<file path="src/hw/rtl/ssi_pkg.sv">
// Shared types and constants for the segment intersection block.
// No dependencies; imported by every module of the block.
`default_nettype none
package ssi_pkg;
  localparam int unsigned CW  = 16;
  localparam int unsigned FB  = 16;
  localparam int unsigned DW  = 2 * CW + 3;
  localparam int unsigned NW  = CW + DW + 2;
  localparam int unsigned SW  = NW + FB;
  localparam int unsigned QB  = 32;
  localparam int unsigned HW  = SW - QB;
  localparam int unsigned LW  = (HW > DW) ? HW : DW;
  localparam int unsigned NS  = QB;
  localparam int unsigned QD  = 4;
  localparam int unsigned QAW = $clog2(QD);
  localparam int unsigned QCW = $clog2(QD + 1);

  typedef enum logic [1:0] {
    CLS_NONE    = 2'd0,
    CLS_CROSS   = 2'd1,
    CLS_OVERLAP = 2'd2,
    CLS_TOUCH   = 2'd3
  } hit_class_e;

  typedef struct packed {
    logic          neg;
    logic          ovf;
    logic [DW-1:0] rem;
    logic [QB-1:0] low;
    logic [QB-1:0] quo;
  } div_part_t;

  typedef struct packed {
    hit_class_e    cls;
    logic [DW-1:0] dvs;
    div_part_t     x;
    div_part_t     y;
  } job_t;

  typedef struct packed {
    logic [QCW-1:0] count;
    logic           full;
    logic           empty;
  } q_stat_t;
endpackage
`default_nettype wire

</file>
<file path="src/hw/rtl/ssi_queue.sv">
// Short register queue of division jobs between front and back.
// Depends on ssi_pkg.
`default_nettype none
module ssi_queue import ssi_pkg::*; (
  input  wire logic clk_i,
  input  wire logic rst_ni,
  input  wire logic in_valid_i,
  output logic      in_ready_o,
  input  wire job_t in_data_i,
  output logic      out_valid_o,
  input  wire logic out_ready_i,
  output job_t      out_data_o,
  output q_stat_t   stat_o
);
  job_t           mem_q [QD];
  logic [QAW-1:0] wptr_q, rptr_q;
  logic [QCW-1:0] cnt_q;
  logic           push, pop, full, empty;

  assign full  = cnt_q == QCW'(QD);
  assign empty = cnt_q == '0;
  assign push  = in_valid_i && !full;
  assign pop   = out_ready_i && !empty;
  assign in_ready_o  = !full;
  assign out_valid_o = !empty;
  assign out_data_o  = mem_q[rptr_q];
  assign stat_o = '{count: cnt_q, full: full, empty: empty};

  always_ff @(posedge clk_i or negedge rst_ni) begin
    if (!rst_ni) begin
      wptr_q <= '0;
      rptr_q <= '0;
      cnt_q  <= '0;
    end else begin
      if (push) wptr_q <= wptr_q + QAW'(1);
      if (pop)  rptr_q <= rptr_q + QAW'(1);
      if (push && !pop) cnt_q <= cnt_q + QCW'(1);
      else if (pop && !push) cnt_q <= cnt_q - QCW'(1);
    end
  end

  always_ff @(posedge clk_i) begin
    if (push) mem_q[wptr_q] <= in_data_i;
  end
endmodule
`default_nettype wire

</file>
<file path="config.mk">
export PLATFORM = sky130hd
export DESIGN_NAME = ssi_queue
export DESIGN_NICKNAME = d
export VERILOG_FILES = /design/src/hw/rtl/ssi_pkg.sv /design/src/hw/rtl/ssi_queue.sv
export SDC_FILE = /design/constraint.sdc
export NUM_CORES = 1
export LEC_CHECK = 0
export BUFFER_PORTS_ARGS = -buffer_cell sky130_fd_sc_hd__clkbuf_2
export CORE_UTILIZATION = 51
export CTS_BUF_LIST = sky130_fd_sc_hd__clkbuf_4 sky130_fd_sc_hd__clkbuf_8 sky130_fd_sc_hd__clkbuf_16
export CTS_CLUSTER_DIAMETER = 60
export DETAILED_ROUTE_END_ITERATION = 10
export PLACE_DENSITY = 0.85
export SYNTH_ARGS = -nofsm -noshare
export SYNTH_HDL_FRONTEND = slang
export SYNTH_SLANG_ARGS = --single-unit
</file>
<file path="constraint.sdc">
create_clock -name clk_i -period 6.9 [get_ports clk_i]
set_input_delay 0.69 -clock clk_i [delete_from_list [all_inputs] [get_ports clk_i]]
set_output_delay 0.69 -clock clk_i [all_outputs]
set_load 0.01 [all_outputs]
</file>
==> key figures <==
Outcome
  • Status: finished clean

Clocking
  • Number of gates resized after CTS: 0
  • CTS max path bufs: 3
  • CTS Sinks: 963
  • CTS tree: done
  • Reg clk slew, reported paths: 0.06 ns
  • H-tree Lvls: 3
  • Root Buffer: clkbuf_16
  • Worst-Skew Late Latency: 0.64 ns
  • CTS buffer count: just over 90

Power and ir drop
  • VDD IR-drop max: 0.5472 mV
  • Leak: 0.01417 uW
  • Power Dens Cells: between 400 and 500 nW/um^2

Floorplan
  • Die Span Y: ~260 microns
  • Initial Utilization: around half
  • Total die area: just under 70,000 sq um
  • I/O Pins: between 400 and 500
  • Row count: 95
  • Chip Width: 263.7 microns
  • Core Area: 67,510 sq um

Cells and area
  • Fill cell count: roughly 4,400
  • Area Overhead vs Synth: 18.50%
  • Nets: 2,080
  • Core Util, Final: 61.29%
  • Sequential Area: ~29,000 sq um
  • Layout cell share with drive strength beyond 1: 47.29%
  • Multi-input combinational cell area: 5608 sq um

Route
  • Drt wl/cell: 25.18 microns
  • Pre-Repair DR Iteration Count: 5
  • Vias/cell: 5.672
  • Vias: 15,770
  • Residual DRC: 0
  • ANT nets after route: 0
  • Starting DRT DRC Count: ~1,400
  • Routed wire length: between 70,000 and 80,000 microns

Global routing
  • Vias in the first global route: 16,820
  • GRT Total Usage: 20.11%
  • Largest net degree at the start of global routing: 120
  • Initial antenna violation count: 6
  • Gr ovfl total: 0
  • First-pass GRT wire length: 103,300 microns

Setup path
  • Worst path top cell family by delay: flip-flops
  • Worst-path cell chain: buf_12 -> mux4_2 -> clkbuf_2
  • CP Launch Type: flop
  • Slowest CP cell: dfrtp_4
  • CP Class: reg2out
  • Max incr delay on CP: 0.99 ns
  • Crit path capture type: output port
  • Required time of the critical path: around 6.2 ns
  • CP Data Arrival Time: 3.18 ns
  • Max FO, Critical Path: 112
  • Buffers and inverters on the worst path: 2

Synth
  • Register area share after synthesis: 82.71%
  • Warnings, synthesis: 0
  • Synth top cells by count: edfxtp_1, mux4_2, buf_2
  • Yosys cell types: 19
  • Synth top area share: between 80% and 90%
  • Syn nets: 1,538
  • Synthesized cell area: 34,920 sq um
  • Post-synthesis register bit count: 963
  • Largest area contributor in the netlist: edfxtp_1
  • Mean Syn Cell Area: 27.09 sq um
  • Share of synthesized flip-flops with an asynchronous set or reset: less than 1%
  • Top-count cell post-synth: edfxtp_1
  • Primary FF master, synth: edfxtp_1
  • Post-synth EDFFs: 956
  • Post-synthesis cell count: 1,289
  • Top post-synthesis cells by area: edfxtp_1, mux4_2, buf_6

Worst hold path
  • HP Class: in2reg

Timing
  • RSZ-0062 raised after global routing: no
  • Slew Limit Fails: 0
  • Setup TNS: 0 ns
  • Final hold violation count: 0
  • Relative slew slack: around a third
  • Fin crit share: 56.15%
  • Setup ws final: around 3.0 ns
  • Fmax: between 200 and 300 MHz
  • Final min period: 3.874 ns
  • Final setup violating endpoints: 0
  • Slew @ Worst Pin: 0.9908 ns
  • Final setup skew: slightly below 0.04 ns

Placement
  • Final Wtd Congestion: 0.7570
  • DP Worst Slack: 3.392 ns
  • IO buf count: 488
  • DPL Wire Length: 41,130 microns

Job
  • Max-cap violations: 0
[registers in the layout (all words and copies together), names as in the netlist]
name    cells
cnt_q       3
wptr_q      2
rptr_q      2
mem_q     956
[repair_timing]
action,4_1_cts,5_1_grt
buffers inserted,0,0
hold buffers,1,0
hold endpoints to repair,7,0
[stage by stage]
step / cell area, sq um / hold WS [ns] / power, uW / std cells
final: 41380 / 0.2536 / 18340 / 2780
after global routing: 41380 / 0.2141 / 19020 / 2780
after CTS: 41370 / 0.2016 / 18540 / 2776
after detailed placement: 38250 / 0.5182 / 13420 / 2608
after global placement: 38250 / 0.5005 / 13250 / 2608
after floorplan: 34920 / 0.3944 / 11570 / 1289
[cells in the final DEF, fill, tap and decap left out, types with 4 or more instances in the layout]
cell type / Yosys / routed
edfxtp_1: 956 / 956
clkbuf_2: 0 / 488
mux4_2: 239 / 239
clkbuf_16: 0 / 93
clkbuf_4: 0 / 19
clkinv_1: 0 / 17
clkinv_2: 0 / 16
bufinv_16: 0 / 10
buf_4: 2 / 8
buf_12: 0 / 7
inv_1: 5 / 5
ha_1: 5 / 5
dfrtp_1: 7 / 5
diode_2: 0 / 4
and2_4: 0 / 4
xnor2_1: 4 / 4
inv_6: 0 / 4
clkinv_16: 0 / 4
[metal layers]
metal  vias up  global-route usage, %  routed length, microns
met5         -                      0                      22
met3       136                  5.761                    5341
met4         4                  7.839                    2461
met1      8287                  24.49                   25750
li1       6692                      -                       -
met2       650                  34.11                   36430
[worst paths after layout]
kind,slack [ns],depth (start not counted),to,from
worst max register to register,3.47,6,mem_q[3][101],cnt_q[1]
max in group asynchronous,6.25,2,rptr_q[0],rst_ni
worst min-delay path,0.25,1,mem_q[0][206],in_data_i[206]
worst min register to register,0.54,1,cnt_q[2],cnt_q[2]
min in group asynchronous,0.45,2,cnt_q[2],rst_ni
worst max-delay path,3.03,3,out_data_o[173],rptr_q[1]
[final cells by class]
cell class | count | area share, %
clock buffer | 113 | 6.002
inverter | 5 | 0.04535
timing repair buffer | 504 | 6.410
clock inverter | 54 | 1.512
multi-input combinational | 264 | 13.55
antenna | 4 | 0.02419
tap | 873 | 2.640
sequential | 963 | 69.82
[cells by family after synthesis]
family | share of synthesized area [%]
and+or+nand+nor | 0.1648
xor gates and xnor gates | 0.1505
adders and majority gates | 0.2365
buffers and inverters | 1.258
DFF | 82.71
muxes | 15.48
[power breakdown]
part	leakage [uW]	internal (uW)	switching [uW]	total, uW
Combinational	0.00379	2250	2900	5140
Sequential	0.00884	7740	401	8140
Clock	0.00154	2960	2090	5050
No activity file was read; power rests on OpenSTA's default activity.
